$ cat src/sv/psubc_pkg.sv
// ----------------------------------------------------------------------------
// Swing-up and balance controller package
// Shared types, constants and helper functions.
// ----------------------------------------------------------------------------
package psubc_pkg;

    localparam int COUNTS_PER_TURN_DEF = 4096;
    localparam int POSITION_BITS_DEF   = 24;
    localparam int CFG_IDX_W           = 3;
    localparam int CFG_DATA_W          = 24;
    localparam int QUEUE_DEPTH         = 2;

    localparam logic [CFG_IDX_W-1:0] REG_VMAX       = 3'd0;
    localparam logic [CFG_IDX_W-1:0] REG_GAIN_PANG  = 3'd1;
    localparam logic [CFG_IDX_W-1:0] REG_GAIN_PRATE = 3'd2;
    localparam logic [CFG_IDX_W-1:0] REG_GAIN_AANG  = 3'd3;
    localparam logic [CFG_IDX_W-1:0] REG_GAIN_ARATE = 3'd4;

    typedef struct packed {
        logic       op;
        logic       arm_valid;
        logic [1:0] arm_ab;
        logic       pend_valid;
        logic [1:0] pend_ab;
        logic       z_arm;
        logic       z_pend;
    } item_t;

    typedef enum logic [2:0] {
        ST_IDLE,
        ST_MUL,
        ST_LAW,
        ST_SUM,
        ST_DIV,
        ST_OUT
    } back_state_t;

    function automatic logic [1:0] gray_index(input logic [1:0] code);
        gray_index = {code[1], code[1] ^ code[0]};
    endfunction

endpackage

$ cat src/sv/psubc_front.sv
// ----------------------------------------------------------------------------
// Front end
// Accepts beats and queues them, samples and ticks alike, for the back end.
// ----------------------------------------------------------------------------
module psubc_front
    import psubc_pkg::*;
(
    input  logic  clk,
    input  logic  rst_n,
    input  logic  in_valid,
    output logic  in_stall,
    input  item_t in_item,
    output logic  q_valid,
    input  logic  q_pop,
    output item_t q_item
);

    item_t       mem_reg [QUEUE_DEPTH];
    logic        wr_ptr_reg, wr_ptr_next;
    logic        rd_ptr_reg, rd_ptr_next;
    logic [1:0]  count_reg, count_next;
    logic        push;

    assign in_stall = (count_reg == 2'(QUEUE_DEPTH));
    assign push     = in_valid && !in_stall;
    assign q_valid  = (count_reg != 2'd0);
    assign q_item   = mem_reg[rd_ptr_reg];

    always_comb
    begin
        wr_ptr_next = push ? ~wr_ptr_reg : wr_ptr_reg;
        rd_ptr_next = (q_pop && q_valid) ? ~rd_ptr_reg : rd_ptr_reg;
        count_next  = count_reg + 2'(push) - 2'(q_pop && q_valid);
    end

    always_ff @(posedge clk or negedge rst_n)
    begin
        if (!rst_n)
        begin
            wr_ptr_reg <= 1'b0;
            rd_ptr_reg <= 1'b0;
            count_reg  <= 2'd0;
        end
        else
        begin
            wr_ptr_reg <= wr_ptr_next;
            rd_ptr_reg <= rd_ptr_next;
            count_reg  <= count_next;
        end
    end

    always_ff @(posedge clk)
    begin
        if (push)
        begin
            mem_reg[wr_ptr_reg] <= in_item;
        end
    end

    a_count_max: assert property (@(posedge clk) disable iff (!rst_n)
        count_reg <= 2'(QUEUE_DEPTH)) else $error("queue overflow");
    a_no_push_full: assert property (@(posedge clk) disable iff (!rst_n)
        (count_reg == 2'(QUEUE_DEPTH)) |-> !push) else $error("push when full");
    a_count_step: assert property (@(posedge clk) disable iff (!rst_n)
        (push && !q_pop) |=> count_reg == $past(count_reg) + 2'd1)
        else $error("count slip");

endmodule

$ cat config.mk
export PLATFORM = sky130hd
export DESIGN_NAME = psubc_front
export DESIGN_NICKNAME = d
export VERILOG_FILES = /design/src/sv/psubc_pkg.sv /design/src/sv/psubc_front.sv
export SDC_FILE = /design/constraint.sdc
export NUM_CORES = 1
export LEC_CHECK = 0
export ABC_AREA = 1
export BUFFER_PORTS_ARGS = -buffer_cell sky130_fd_sc_hd__buf_2
export CAP_MARGIN = 20
export CORE_MARGIN = 5
export CORE_UTILIZATION = 45
export DETAILED_ROUTE_END_ITERATION = 8
export PLACE_DENSITY = 0.8
export SETUP_SLACK_MARGIN = 0.3
export SYNTH_ARGS = -nofsm -noshare
export SYNTH_HDL_FRONTEND = slang
export SYNTH_SLANG_ARGS = --single-unit
$ cat constraint.sdc
create_clock -name clk -period 2.7 [get_ports clk]
set_input_delay 0.27 -clock clk [delete_from_list [all_inputs] [get_ports clk]]
set_output_delay 0.27 -clock clk [all_outputs]
set_load 0.1 [all_outputs]
Word level (Yosys, flattened, before mapping)
Memory sizes are Yosys's and may differ from the RTL's.
Index checks and enable logic that the tools add are counted.
Operators by class
  add/sub/neg operators: 2
  reductions and logical operators: 4
  equality and inequality tests: 1
  muxes and demuxes: 2
  bitwise logic cells: 2
Operators with widths (count)
  $add 2x1->2: 1
  $eq 2x2->1 const B: 1
  $logic_and 1x1->1: 2
  $mux 1: 2
  $not 1->1: 2
  $reduce_bool 2->1: 1
  $sub 2x1->2: 1
  $logic_not 1->1: 1
Storage, ports and cells
  memories: 1
  flip-flop bits (word level): 4
  logic and storage cells: 15
  bits in writable memories: 18
  input port bits: 13
  output and inout port bits: 11
Memory list
  mem_reg: depth 2, width 9, rd ports 1, clocked after memory_dff 0, write ports 1, RTL line psubc_front.sv:18  | item_t mem_reg [QUEUE_DEPTH];

Logic depth before layout (Yosys ltp)
  word-level depth: 5
  gate-level depth with buffers: 10
  gate-level depth less buffers: 10

Least setup slack after synthesis
Ideal clock, no wire load.
  path kind: register to register
  start: reg count_reg[1]
  end: reg count_reg[1]
  slack: 995 ps
  arrival time: 1588 ps
  cell stages (with the launch flop): 11
  library setup time: 116 ps
  required time: 2584 ps
  clock period less this slack: 1705 ps
  path buffers: 0
  cell sequence: dfrtp_1 > inv_1 > nand2_2 > nand2_1 > inv_1 > ha_1 > inv_1 > ha_1 > inv_1 > nand2_1 > nand2_1
On the way
  elaborated cells on any way between the ends: 7
  those cells by class: add/sub: 2; eq/ne: 1; reduce/logical: 4
RTL lines
  from (decl): RTL line psubc_front.sv:21  | logic [1:0] count_reg, count_next;
  from (signal assigned): RTL line psubc_front.sv:48  | count_reg <= count_next;
  $reduce_bool 2->1: RTL line psubc_front.sv:26  | assign q_valid = (count_reg != 2'd0);
  via q_valid: RTL line psubc_front.sv:13  | output logic q_valid,
  $logic_and 1x1->1: RTL line psubc_front.sv:33  | count_next = count_reg + 2'(push) - 2'(q_pop && q_valid);
  $sub 2x1->2: RTL line psubc_front.sv:33
  via count_next[1]: RTL line psubc_front.sv:21
The timed path passes the listed nets, and every way through them passes these cells.
A chain may end at the register's enable or synchronous reset.

==> metrics.txt <==
R2R depth=4; post-synth design cell area=888 um^2; number of global-route vias before repair=633; Data arrival, critical path=1570 ps; fmax=542 MHz; # DRC=0; detailed-route wire length per cell=11.8 um; # H-tree levels=1; post-synthesis mux area share=0%; initial antenna violation count=0; adder-cell share of the synthesized area=2.82%; TritonCTS Sinks=22; Worst-path clk slew=120 ps; layout cell share with drive strength beyond 1=28.3%; final WL=1560 um; largest family of logic cells by synthesized area=simple AND/OR/NAND/NOR gates; Post-Syn Area per Cell=11.2 um^2; Final TNS setup=0 ps; RR Startpoint=count_reg[0]; Synth Area in Compound Gates=0%; fin nets=122; gr usage total=12.3%; Root Driver=clkbuf_4; total core area=0.00192 mm^2; Cells after Synth=79; Fin. Hold Viols=0; Die W=54.4 um; clk_lat worst skew=300 ps; r2r setup slk=1150 ps; CP Class=reg2out; final setup skew=4.70 ps; Placement Rows=16; I/O pin cnt=24; Syn-to-layout area delta=22.5%; post-synth top area share=60.8%; Synth Area in Simple Gates=19.6%; ANT nets after route=0; Synth area leader=edfxtp_1; CP Launch Type=register; Starting Density=46.2%; Via density=4.50; DR vias=599; Hold WC Path Type=in2reg; largest net degree at the start of global routing=14; synth warn=0; Setup crit end kind=output port; CTS max path bufs=2; Overflow after GRT=0; CTS hold repair buffers=1; final setup violation count=0; FILL cells=167; max_cap viols=0; slew of the pin with the lowest slew margin=723 ps; DP Wirelength=1160 um; first-pass GRT wire length=2480 um; post-CTS sizing=0; xor/xnor share of the synthesized area=0%; crit path launch=rd_ptr_reg; Period Utilization, post-route=68.3%; largest cells by area after synthesis=edfxtp_1 (61%), nand2_1 (16%), dfrtp_1 (11%); fin. max-slew vios=0; # diodes=0; TritonCTS Buffers=3; unique cell type count in the Yosys netlist=10; TritonCTS clock tree=built; synthesized flop and latch total=22; Slew HR=51.6%; Req. time, crit path=2430 ps; hold_ws=145 ps; Post-CTS Setup Bufs=0; DIE HEIGHT=54.4 um; crit path time final=1840 ps; setup repair after global routing missed its margin=false; initial DRC count=5; die area=0.00296 mm^2; crit path max fanout=11; max reg flops=18; number of buffers inserted by port buffering=23; RR Endpoint=mem_reg[1][0]; Synthesized Nets=94; post-synthesis sequential area ratio=72.1%; outcome=complete, no violations; first-pass iteration count of the detailed router=5; GPL Wtd Cong=0.733; end point of the critical path=q_item[2]
## placed cells by master (no fill, tap or decap)
cell            n
bufinv_16       1
nand3_1         3
dlygate4sd3_1   1
ha_1            2
edfxtp_1       18
inv_2           1
dfrtp_1         4
nand2_1        38
clkbuf_4        3
buf_2          23
nand2_2         2
inv_1           9
nor2_1          1
## kinds of logic (layout without fill, tap and decap cells)
group,after synthesis,count (layout)
simple gates,44,44
flops,22,22
buf+inv,11,38
fa+ha+maj,2,2
## worst min path at each step
stage | startpoint | end | slack (ps) | cells past startpoint
after floorplan | rst_n | count_reg[0] | -30 | 0
after global placement | rst_n | count_reg[0] | 80 | 1
after detailed placement | rst_n | count_reg[0] | 80 | 1
after CTS | in_item[4] | mem_reg[0][4] | 140 | 1
after global routing | in_item[4] | mem_reg[1][4] | 130 | 1
final | in_item[4] | mem_reg[0][4] | 150 | 1
## synth_stat cells
library cell and instances:
nand2_1 38, buf_6 1, nor2_1 1, edfxtp_1 18
dfrtp_1 4, nand2_2 2, inv_1 9, nand3_1 3
ha_1 2, inv_2 1
## layout make-up
class / instances / area [um^2] / area share (%)
clock buffer: 3 / 22.5 / 2.07
tap: 27 / 33.8 / 3.10
multi-input combinational: 46 / 199 / 18.3
clock inverter: 1 / 30.0 / 2.76
timing repair buffer: 24 / 125 / 11.5
inverter: 10 / 37.5 / 3.45
sequential: 22 / 641 / 58.9
## worst max-delay path: stages (launching register included)
cell	delay, ps
dfrtp_1	520
inv_2	200
nand2_1	70
nand2_1	60
buf_2	420
## per-layer routing
metal | up-vias | track usage (%) | wire, um
met4 | 0 | 8.30 | 20
met2 | 14 | 23.1 | 903
li1 | 304 | - | -
met5 | - | 0 | 0
met3 | 4 | 4.36 | 112
met1 | 277 | 10.7 | 528
## through the flow
step	util (%)	cells	cell area, um^2	setup WS, ps
after global routing	56.6	133	1090	697
after floorplan	-	79	888	995
after detailed placement	53.4	128	1030	1170
final	56.6	133	1090	856
after CTS	56.6	133	1090	826
after global placement	53.4	128	1030	1180
Power is left out: the tool's default activity adds up to more than one toggle a clock period on the data nets, which glitch-free logic cannot reach.
